### config.mk
export PLATFORM = sky130hd
export DESIGN_NAME = iblt_ctrl
export DESIGN_NICKNAME = d
export VERILOG_FILES = /design/src/sv/iblt_pkg.sv /design/src/sv/iblt_ctrl.sv
export SDC_FILE = /design/constraint.sdc
export NUM_CORES = 1
export LEC_CHECK = 0
export ABC_AREA = 1
export BUFFER_PORTS_ARGS = -buffer_cell sky130_fd_sc_hd__buf_2
export CAP_MARGIN = 20
export CORE_ASPECT_RATIO = 1.4
export CORE_MARGIN = 2
export CORE_UTILIZATION = 45
export CTS_BUF_LIST = sky130_fd_sc_hd__clkbuf_8 sky130_fd_sc_hd__clkbuf_16
export DETAILED_ROUTE_END_ITERATION = 10
export GPL_ROUTABILITY_DRIVEN = 1
export GPL_TIMING_DRIVEN = 1
export MAX_ROUTING_LAYER = met4
export PLACE_DENSITY = 0.62
export SLEW_MARGIN = 20
export SYNTH_ARGS = -nofsm -noshare
export SYNTH_HDL_FRONTEND = slang
export SYNTH_SLANG_ARGS = --single-unit
export TNS_END_PERCENT = 1
### constraint.sdc
create_clock -name clk -period 2.25 [get_ports clk]
set_input_delay 0.3375 -clock clk [delete_from_list [all_inputs] [get_ports clk]]
set_output_delay 0.3375 -clock clk [all_outputs]
set_load 0.01 [all_outputs]
### src/sv/iblt_pkg.sv
// ----------------------------------------------------------------------------
// IBLT package
// Shared types, constants and hash helpers for the lookup table block.
// ----------------------------------------------------------------------------
package iblt_pkg;

  localparam int MaxBuckets = 64;
  localparam int HashCount  = 3;
  localparam int CellTotal  = HashCount * MaxBuckets;
  localparam int IdxW       = $clog2(CellTotal);
  localparam int BktW       = $clog2(MaxBuckets + 1);
  localparam logic [31:0] CheckSeed = 32'd11;

  typedef enum logic [2:0] {
    OP_INSERT   = 3'd0,
    OP_ERASE    = 3'd1,
    OP_WRITE    = 3'd2,
    OP_SUBTRACT = 3'd3,
    OP_READ     = 3'd4,
    OP_PEEL     = 3'd5
  } op_t;

  typedef struct packed {
    logic [2:0]         opcode;
    logic [31:0]        key;
    logic [7:0]         cell_index;
    logic signed [31:0] cell_count;
    logic [31:0]        cell_key_sum;
    logic [31:0]        cell_check_sum;
  } in_item_t;

  typedef struct packed {
    logic               found;
    logic               is_negative;
    logic               decoded_all;
    logic [31:0]        out_key;
    logic signed [31:0] out_count;
    logic [31:0]        out_check;
  } out_item_t;

  // datapath commands
  typedef enum logic [3:0] {
    DC_NONE, DC_LATCH, DC_HASH_LOAD, DC_HASH_STEP, DC_IDX, DC_RD,
    DC_RMW, DC_WRITE, DC_SUB, DC_READ_OUT, DC_SCAN_RD, DC_SCAN_EVAL, DC_RESULT,
    DC_MOD
  } dp_op_t;

  typedef struct packed {
    dp_op_t     op;
    logic [1:0] sel;       // hash seed or lane
    logic       clear;     // clear pass write
  } dp_cmd_t;

  typedef struct packed {
    logic hash_done;
    logic scan_last;
    logic pure_hit;
    logic pure_now;
    logic mod_last;
    logic in_store;
    logic clr_last;
  } dp_stat_t;

  function automatic logic [31:0] rotl(input logic [31:0] x, input int r);
    rotl = (x << r) | (x >> (32 - r));
  endfunction

endpackage

### src/sv/iblt_ctrl.sv
// ----------------------------------------------------------------------------
// IBLT controller
// Sequences clearing, hashing, read-modify-writes, scans and results.
// ----------------------------------------------------------------------------
module iblt_ctrl import iblt_pkg::*; (
  input  logic      clk,
  input  logic      rst,
  input  logic      in_valid,
  input  logic [2:0] in_op,
  output logic      in_stall,
  output logic      out_valid,
  input  logic      out_stall,
  output dp_cmd_t   cmd,
  input  dp_stat_t  stat
);

  typedef enum logic [13:0] {
    S_CLR  = 14'b00000000000001, S_IDLE = 14'b00000000000010,
    S_HLD  = 14'b00000000000100, S_HWT  = 14'b00000000001000,
    S_RD   = 14'b00000000010000, S_RMW  = 14'b00000000100000,
    S_CRD  = 14'b00000001000000, S_CWR  = 14'b00000010000000,
    S_PRD  = 14'b00000100000000, S_PHL  = 14'b00001000000000,
    S_PEV  = 14'b00010000000000, S_RES  = 14'b00100000000000,
    S_OUT  = 14'b01000000000000, S_MOD  = 14'b10000000000000
  } state_t;

  state_t state, state_next;
  logic [1:0] lane, lane_next;
  op_t op, op_next;

  assign in_stall  = (state != S_IDLE);
  assign out_valid = (state == S_OUT);

  always_ff @(posedge clk) begin
    if (rst) begin
      state <= S_CLR;
      lane  <= '0;
      op    <= OP_INSERT;
    end else begin
      state <= state_next;
      lane  <= lane_next;
      op    <= op_next;
    end
  end

  always_comb begin
    state_next = state;
    lane_next  = lane;
    op_next    = op;
    cmd        = '{op: DC_NONE, sel: lane, clear: 1'b0};
    unique case (state)
      S_CLR: begin
        cmd.clear = 1'b1;
        if (stat.clr_last) state_next = S_IDLE;
      end
      S_IDLE: if (in_valid) begin
        cmd.op  = DC_LATCH;
        op_next = op_t'(in_op);
        unique case (in_op)
          OP_INSERT, OP_ERASE: begin
            lane_next = 2'd3;
            state_next = S_HLD;
          end
          OP_WRITE, OP_SUBTRACT, OP_READ: state_next = S_CRD;
          OP_PEEL: state_next = S_PRD;
          default: state_next = S_RES;
        endcase
      end
      S_HLD: begin
        cmd.op = DC_HASH_LOAD;
        state_next = S_HWT;
      end
      S_HWT: begin
        cmd.op = DC_HASH_STEP;
        if (stat.hash_done) begin
          if (lane == 2'd3) begin
            lane_next = 2'd0;
            state_next = S_HLD;
          end else state_next = S_MOD;
        end
      end
      S_MOD: begin
        cmd.op = DC_MOD;
        if (stat.mod_last) state_next = S_RD;
      end
      S_RD: begin
        cmd.op = DC_RD;
        state_next = S_RMW;
      end
      S_RMW: begin
        cmd.op = DC_RMW;
        if (lane == 2'd2) state_next = S_RES;
        else begin
          lane_next = lane + 2'd1;
          state_next = S_HLD;
        end
      end
      S_CRD: begin
        cmd.op = stat.in_store ? DC_IDX : DC_NONE;
        state_next = stat.in_store ? S_CWR : S_RES;
      end
      S_CWR: begin
        cmd.op = DC_RD;
        state_next = S_RES;
      end
      S_PRD: begin
        cmd.op = DC_SCAN_RD;
        state_next = S_PHL;
      end
      S_PHL: begin
        cmd.op = DC_HASH_LOAD;
        cmd.sel = 2'd3;
        cmd.clear = 1'b1;
        state_next = S_PEV;
      end
      S_PEV: begin
        cmd.op = DC_SCAN_EVAL;
        if (stat.hash_done) begin
          if (stat.pure_now || stat.scan_last) state_next = S_RES;
          else state_next = S_PRD;
        end
      end
      S_RES: begin
        if (op == OP_PEEL && stat.pure_hit && lane != 2'd2) begin
          lane_next = 2'd3;
          state_next = S_HLD;
        end else if ((op == OP_WRITE || op == OP_SUBTRACT) && stat.in_store &&
                     lane != 2'd1) begin
          cmd.op = (op == OP_WRITE) ? DC_WRITE : DC_SUB;
          lane_next = 2'd1;
        end else begin
          cmd.op = DC_RESULT;
          state_next = S_OUT;
        end
      end
      S_OUT: if (!out_stall) begin
        state_next = S_IDLE;
        lane_next = 2'd0;
      end
      default: state_next = S_IDLE;
    endcase
  end

endmodule

# After elaboration in Yosys (flattened, before gate mapping)
# Index checks and enable logic that the tools add are counted.
classes:
  mux: 31
  n_reduce_logical: 16
  addsub: 1
  n_eq_ne: 38
ops:
  columns: ["operator", "count"]
  rows:
  - ["$pmux 14 s14", 1]
  - ["$mux 14", 9]
  - ["$pmux 4 s10", 1]
  - ["$mux 12", 3]
  - ["$pmux 12 s3", 1]
  - ["$mux 2", 9]
  - ["$ne 2x2->1 const B", 9]
  - ["$eq 14x1->1 const B", 1]
  - ["$eq 14x10->1 const B", 1]
  - ["$eq 14x11->1 const B", 1]
  - ["$eq 14x12->1 const B", 1]
  - ["$eq 14x13->1 const B", 1]
  - ["$eq 14x14->1 const B", 1]
  - ["$eq 14x2->1 const B", 1]
  - ["$eq 14x3->1 const B", 1]
  - ["$eq 14x4->1 const B", 1]
  - ["$eq 14x5->1 const B", 1]
  - ["$eq 14x6->1 const B", 1]
  - ["$eq 14x7->1 const B", 1]
  - ["$eq 14x8->1 const B", 1]
  - ["$eq 14x9->1 const B", 1]
  - ["$ne 14x2->1 const B", 1]
  - ["$eq 3x2->1 const B", 4]
  - ["$mux 4", 3]
  - ["18 further kinds", 31]
word_totals:
  register_bits: 19
  out_inout_bits: 9
  in_bits: 14

# Longest topological paths before layout
logic_depth:
  depth_word: 7
  ltp_mapped: 12
  depth_no_buf: 12

# Least setup slack after synthesis
# OpenSTA, ideal clock, no wires.
synth_timing:
  kind: "reg2out"
  from: "register lane[0]"
  to: "output cmd[3] (netlist name)"
  required_ns: 1.913
  arrival_ns: 1.419
  n_path_buf: 0
  path_stages_with_launch: 9
  slack_ns: 0.494
  path_cell_list: "dfxtp_1 inv_1 ha_1 nor2_1 nand2_1 nand3_2 inv_1 a32oi_1 nand3_1"
synth_rtl:
  columns: ["element", "line", "text"]
  rows:
  - ["start, declared", "iblt_ctrl.sv:28", "logic [1:0] lane, lane_next;"]
  - ["start signal, assigned", "iblt_ctrl.sv:41", "lane <= lane_next;"]
  - ["end, declared", "iblt_ctrl.sv:13", "output dp_cmd_t cmd,"]

==> report_table.html <==
<table>
<tr><th>Metric</th><th>Value</th></tr>
<tr><th colspan="2">Outcome</th></tr>
<tr><td>Status</td><td>finished, final reports clean</td></tr>
<tr><th colspan="2">Final layout</th></tr>
<tr><td>Count of nets after finishing</td><td>286</td></tr>
<tr><td>Layout filler cell count</td><td>about 370</td></tr>
<tr><td>Fraction of layout cells with a size suffix above 1</td><td>33.2%</td></tr>
<tr><td>Final antenna diode count</td><td>0</td></tr>
<tr><td>Non-Filler Instances</td><td>308</td></tr>
<tr><td>Area Overhead vs Synth</td><td>14.0%</td></tr>
<tr><td>Summed area of non-filler cells in the final layout</td><td>1850 sq um</td></tr>
<tr><th colspan="2">Timing</th></tr>
<tr><td>Slew Viols, Final</td><td>0</td></tr>
<tr><td>Setup ws final</td><td>0.104 ns</td></tr>
<tr><td>Transition time at the pin with the least slew margin</td><td>a little under 0.3 ns</td></tr>
<tr><td>Fin Setup TNS</td><td>0 ns</td></tr>
<tr><td>Max Freq</td><td>466 MHz</td></tr>
<tr><td>Relative slew slack</td><td>80.2%</td></tr>
<tr><td>Final setup vio count</td><td>0</td></tr>
<tr><td>Post-Route Skew</td><td>between 0.007 and 0.008 ns</td></tr>
<tr><td>Hold violation total from the final report</td><td>0</td></tr>
<tr><td>Final worst-path cycle share</td><td>95.4%</td></tr>
<tr><td>Shortest clock period the worst path allows after layout</td><td>roughly 2.1 ns</td></tr>
<tr><th colspan="2">Route</th></tr>
<tr><td>Average wire length per cell after detail routing</td><td>12.9 um</td></tr>
<tr><td>DRC errors left</td><td>0</td></tr>
<tr><td>TritonRoute pass-1 iters</td><td>4</td></tr>
<tr><td>Final antenna-violating net count</td><td>0</td></tr>
<tr><td>Wire length after detailed routing</td><td>3970 um</td></tr>
<tr><td>Detail-routed via count per cell</td><td>5.09</td></tr>
<tr><td>Vias after detailed routing</td><td>~1,600</td></tr>
<tr><td>Number of DRC violations after detailed-routing iteration 0</td><td>44</td></tr>
<tr><th colspan="2">Yosys</th></tr>
<tr><td>Flop and latch count out of synthesis</td><td>19</td></tr>
<tr><td>Area fraction of the dominant cell type after synthesis</td><td>23.5%</td></tr>
<tr><td>Share of async-settable or async-resettable flops after synthesis</td><td>0%</td></tr>
<tr><td>Seq/Total Area, Yosys</td><td>23.5%</td></tr>
<tr><td>Most used standard cell by instance count after synthesis</td><td>sky130_fd_sc_hd__nand2_1</td></tr>
<tr><td>Synthesized instance count</td><td>240</td></tr>
<tr><td>Most instantiated cells after synthesis</td><td>sky130_fd_sc_hd__nand2_1 (47), sky130_fd_sc_hd__nor2_1 (33), sky130_fd_sc_hd__inv_1 (32)</td></tr>
<tr><td>Top cells by area in the synthesized netlist</td><td>sky130_fd_sc_hd__dfxtp_1 (23%), sky130_fd_sc_hd__nand2_1 (11%), sky130_fd_sc_hd__nand3_1 (7.7%)</td></tr>
<tr><td>Summed instance area of the synthesized netlist</td><td>1620 sq um</td></tr>
<tr><td>Cell accounting for the most synthesized area</td><td>sky130_fd_sc_hd__dfxtp_1</td></tr>
<tr><td>Number of enable flip-flop cells after synthesis</td><td>0</td></tr>
<tr><td>Number of nets in the synthesized netlist</td><td>257</td></tr>
<tr><td>Number of synthesis warnings</td><td>0</td></tr>
<tr><td>Ys flop type</td><td>sky130_fd_sc_hd__dfxtp_1</td></tr>
<tr><td>Post-Synthesis Mean Instance Area</td><td>roughly 6.8 sq um</td></tr>
<tr><td>Post-synthesis cell type count</td><td>30</td></tr>
<tr><th colspan="2">Floorplanning</th></tr>
<tr><td># IOs</td><td>23</td></tr>
<tr><td>Starting Density</td><td>47.6%</td></tr>
<tr><td>Die area</td><td>4110 sq um</td></tr>
<tr><td>Horizontal die dimension</td><td>between 50 and 60 um</td></tr>
<tr><td>Die H</td><td>75.0 um</td></tr>
<tr><td>Area of the core region</td><td>approximately 3400 sq um</td></tr>
<tr><td>Std cell rows</td><td>25</td></tr>
<tr><th colspan="2">Critical path</th></tr>
<tr><td>Critical Path Max Stage Delay</td><td>0.36 ns</td></tr>
<tr><td>CP Cell Sequence</td><td>inv_1, ha_2, nor2_2, nand2_2, nand3_2, inv_1, a32oi_2, nand3_1, buf_2</td></tr>
<tr><td>Logic depth of the worst register-to-register path</td><td>12</td></tr>
<tr><td>Most used cell, CP</td><td>sky130_fd_sc_hd__inv_1</td></tr>
<tr><td>Master of the slowest instance on the critical path</td><td>sky130_fd_sc_hd__dfxtp_2</td></tr>
<tr><td>Launch point of the worst reg-to-reg path</td><td>state[8]$_SDFFE_PP0P_</td></tr>
<tr><td>Arrival @ worst endpoint</td><td>around 1.8 ns</td></tr>
<tr><td>Worst R2R End</td><td>state[11]$_SDFFE_PP0P_</td></tr>
<tr><td>Data required time of the critical path</td><td>~1.9 ns</td></tr>
<tr><td>Type of the worst setup path</td><td>reg2out</td></tr>
<tr><td>Max FO, Critical Path</td><td>4</td></tr>
<tr><td>Startpoint Class</td><td>flop</td></tr>
<tr><td>Setup slack on the worst flop-to-flop path</td><td>0.41 ns</td></tr>
<tr><td>Nature of the critical path endpoint</td><td>output port</td></tr>
<tr><th colspan="2">Pwr</th></tr>
<tr><td>Power per standard cell area</td><td>about 520 nW/um^2</td></tr>
<tr><td>Total power</td><td>0.962 mW</td></tr>
<tr><td>IR Drop Worst-Case VDD</td><td>0.000430 V</td></tr>
<tr><td>LEAKAGE</td><td>0.978 nW</td></tr>
<tr><th colspan="2">Worst hold path</th></tr>
<tr><td>Number of stages on the worst hold path</td><td>3</td></tr>
<tr><td>Worst min-delay path category</td><td>in2reg</td></tr>
<tr><td>Source of the worst hold timing path</td><td>in_op[1]</td></tr>
<tr><td>Worst Hold Endpoint</td><td>op[1]$_SDFFE_PP0P_</td></tr>
<tr><th colspan="2">Global routing</th></tr>
<tr><td>All-Layer GR Usage</td><td>23.2%</td></tr>
<tr><td>First-pass GRT wire length</td><td>approximately 6600 um</td></tr>
<tr><td>Remaining Overflow, GRT</td><td>0</td></tr>
<tr><td>Initial antenna violation count</td><td>0</td></tr>
<tr><td>Via count of the first global-routing pass</td><td>1,483</td></tr>
<tr><td>Largest net degree at the start of global routing</td><td>12</td></tr>
<tr><th colspan="2">Placed design</th></tr>
<tr><td>Post-placement cell count</td><td>301</td></tr>
<tr><td>HPWL after detailed placement</td><td>between 3000 and 4000 um</td></tr>
<tr><td>Post-DP Area</td><td>1760 sq um</td></tr>
<tr><td>Number of port buffers</td><td>22</td></tr>
<tr><td>Post-place setup slack</td><td>~0.21 ns</td></tr>
<tr><td>Final weighted congestion in routability-driven placement</td><td>between 0.9 and 1</td></tr>
<tr><th colspan="2">Clock network</th></tr>
<tr><td>Clock transition at the registers of the reported paths</td><td>0.08 ns</td></tr>
<tr><td>Total of hold buffers inserted after clock tree synthesis</td><td>0</td></tr>
<tr><td>CTS tree</td><td>yes</td></tr>
<tr><td>Sinks on Clock Net</td><td>19</td></tr>
<tr><td>Num CTS Buffers</td><td>3</td></tr>
<tr><td>Number of buffers on the longest clock path</td><td>2</td></tr>
<tr><td>Clock latency at the later pin of the worst-skew pair</td><td>0.26 ns</td></tr>
<tr><td>CTS HTree Levels</td><td>1</td></tr>
<tr><td>Clock tree root driver cell</td><td>sky130_fd_sc_hd__clkbuf_8</td></tr>
<tr><th colspan="2">Run</th></tr>
<tr><td>Max-cap violations</td><td>0</td></tr>
</table>
==> registers in the layout (all words and copies together) (netlist names) <==
name   count
state     14
lane       2
op         3
==> cell usage in the layout, fill, tap and decap left out, types with 4 or more instances in the layout <==
cell,Yosys,routed
sky130_fd_sc_hd__a21oi_1,8,8
sky130_fd_sc_hd__buf_2,0,22
sky130_fd_sc_hd__buf_4,0,5
sky130_fd_sc_hd__dfxtp_1,19,18
sky130_fd_sc_hd__inv_1,32,33
sky130_fd_sc_hd__inv_2,4,4
sky130_fd_sc_hd__nand2_1,47,46
sky130_fd_sc_hd__nand2_2,10,11
sky130_fd_sc_hd__nand2_4,6,6
sky130_fd_sc_hd__nand3_1,25,25
sky130_fd_sc_hd__nand3_2,7,7
sky130_fd_sc_hd__nand4_1,4,4
sky130_fd_sc_hd__nor2_1,33,31
sky130_fd_sc_hd__nor2_2,11,12
sky130_fd_sc_hd__nor2_4,6,7
sky130_fd_sc_hd__o21ai_0,6,6
==> worst max-delay path, delay by kind of cell, from the launching register on <==
kind	cells	cell delay (ns)
simple gates	4	0.43
fa+ha+maj	1	0.21
flops	1	0.36
compound gates	1	0.24
buf+inv	3	0.30
==> power breakdown <==
part	switching (mW)	internal (mW)	total [mW]
combinational	0.222	0.122	0.344
clock	0.116	0.121	0.237
sequential	0.0225	0.359	0.382
==> cell families after synthesis <==
family	Yosys count	share of synthesized area, %
DFF	19	23.5
buffers and inverters	39	10.7
AOI/OAI and AO/OA	17	5.79
and+or+nand+nor	162	57.7
adders and majority gates	3	2.32
==> layout make-up <==
type / count / area (sq um) / area share (%)
clock inverters: 1 / 3.75 / 0.203
flip-flops and latches: 19 / 382 / 20.6
multi-input cells: 182 / 1090 / 58.9
inverters: 36 / 135 / 7.31
well taps: 40 / 50.0 / 2.71
repair buffers: 27 / 148 / 7.98
clock buffers: 3 / 41.3 / 2.23
==> routing by layer <==
metal	up-vias	GRT usage [%]	wire length [um]
li1	818	-	-
met2	42	38.9	2010
met5	-	-	0
met3	10	2.38	146
met4	0	10.6	101
met1	697	27.1	1720
==> worst max path at each step <==
stage / startpoint / endpoint / slack, ns / cells past startpoint
floorplan: lane[0]$_SDFFE_PP0P_ / cmd[3] / 0.49 / 8
global placement: lane[0]$_SDFFE_PP0P_ / cmd[3] / 0.27 / 9
detailed placement: lane[0]$_SDFFE_PP0P_ / cmd[3] / 0.21 / 9
CTS: lane[0]$_SDFFE_PP0P_ / cmd[3] / 0.01 / 9
global route: lane[0]$_SDFFE_PP0P_ / cmd[3] / -0.004 / 9
finish: lane[0]$_SDFFE_PP0P_ / cmd[3] / 0.10 / 9
==> timing repair <==
action	in CTS	in global routing
resized for setup	2	5
buffers inserted	0	3
hold endpoints to repair	0	0
gates cloned	0	0
pin swaps	0	3
setup endpoints to repair	2	3
==> metrics by stage <==
| step | util, % | hold WS, ns |
|---|---|---|
| floorplan | - | 0.444 |
| global placement | 51.6 | 0.464 |
| detailed placement | 51.6 | 0.466 |
| CTS | 53.2 | 0.367 |
| global route | 54.2 | 0.385 |
| finish | 54.2 | 0.364 |
(Power assumes the default switching activity.)
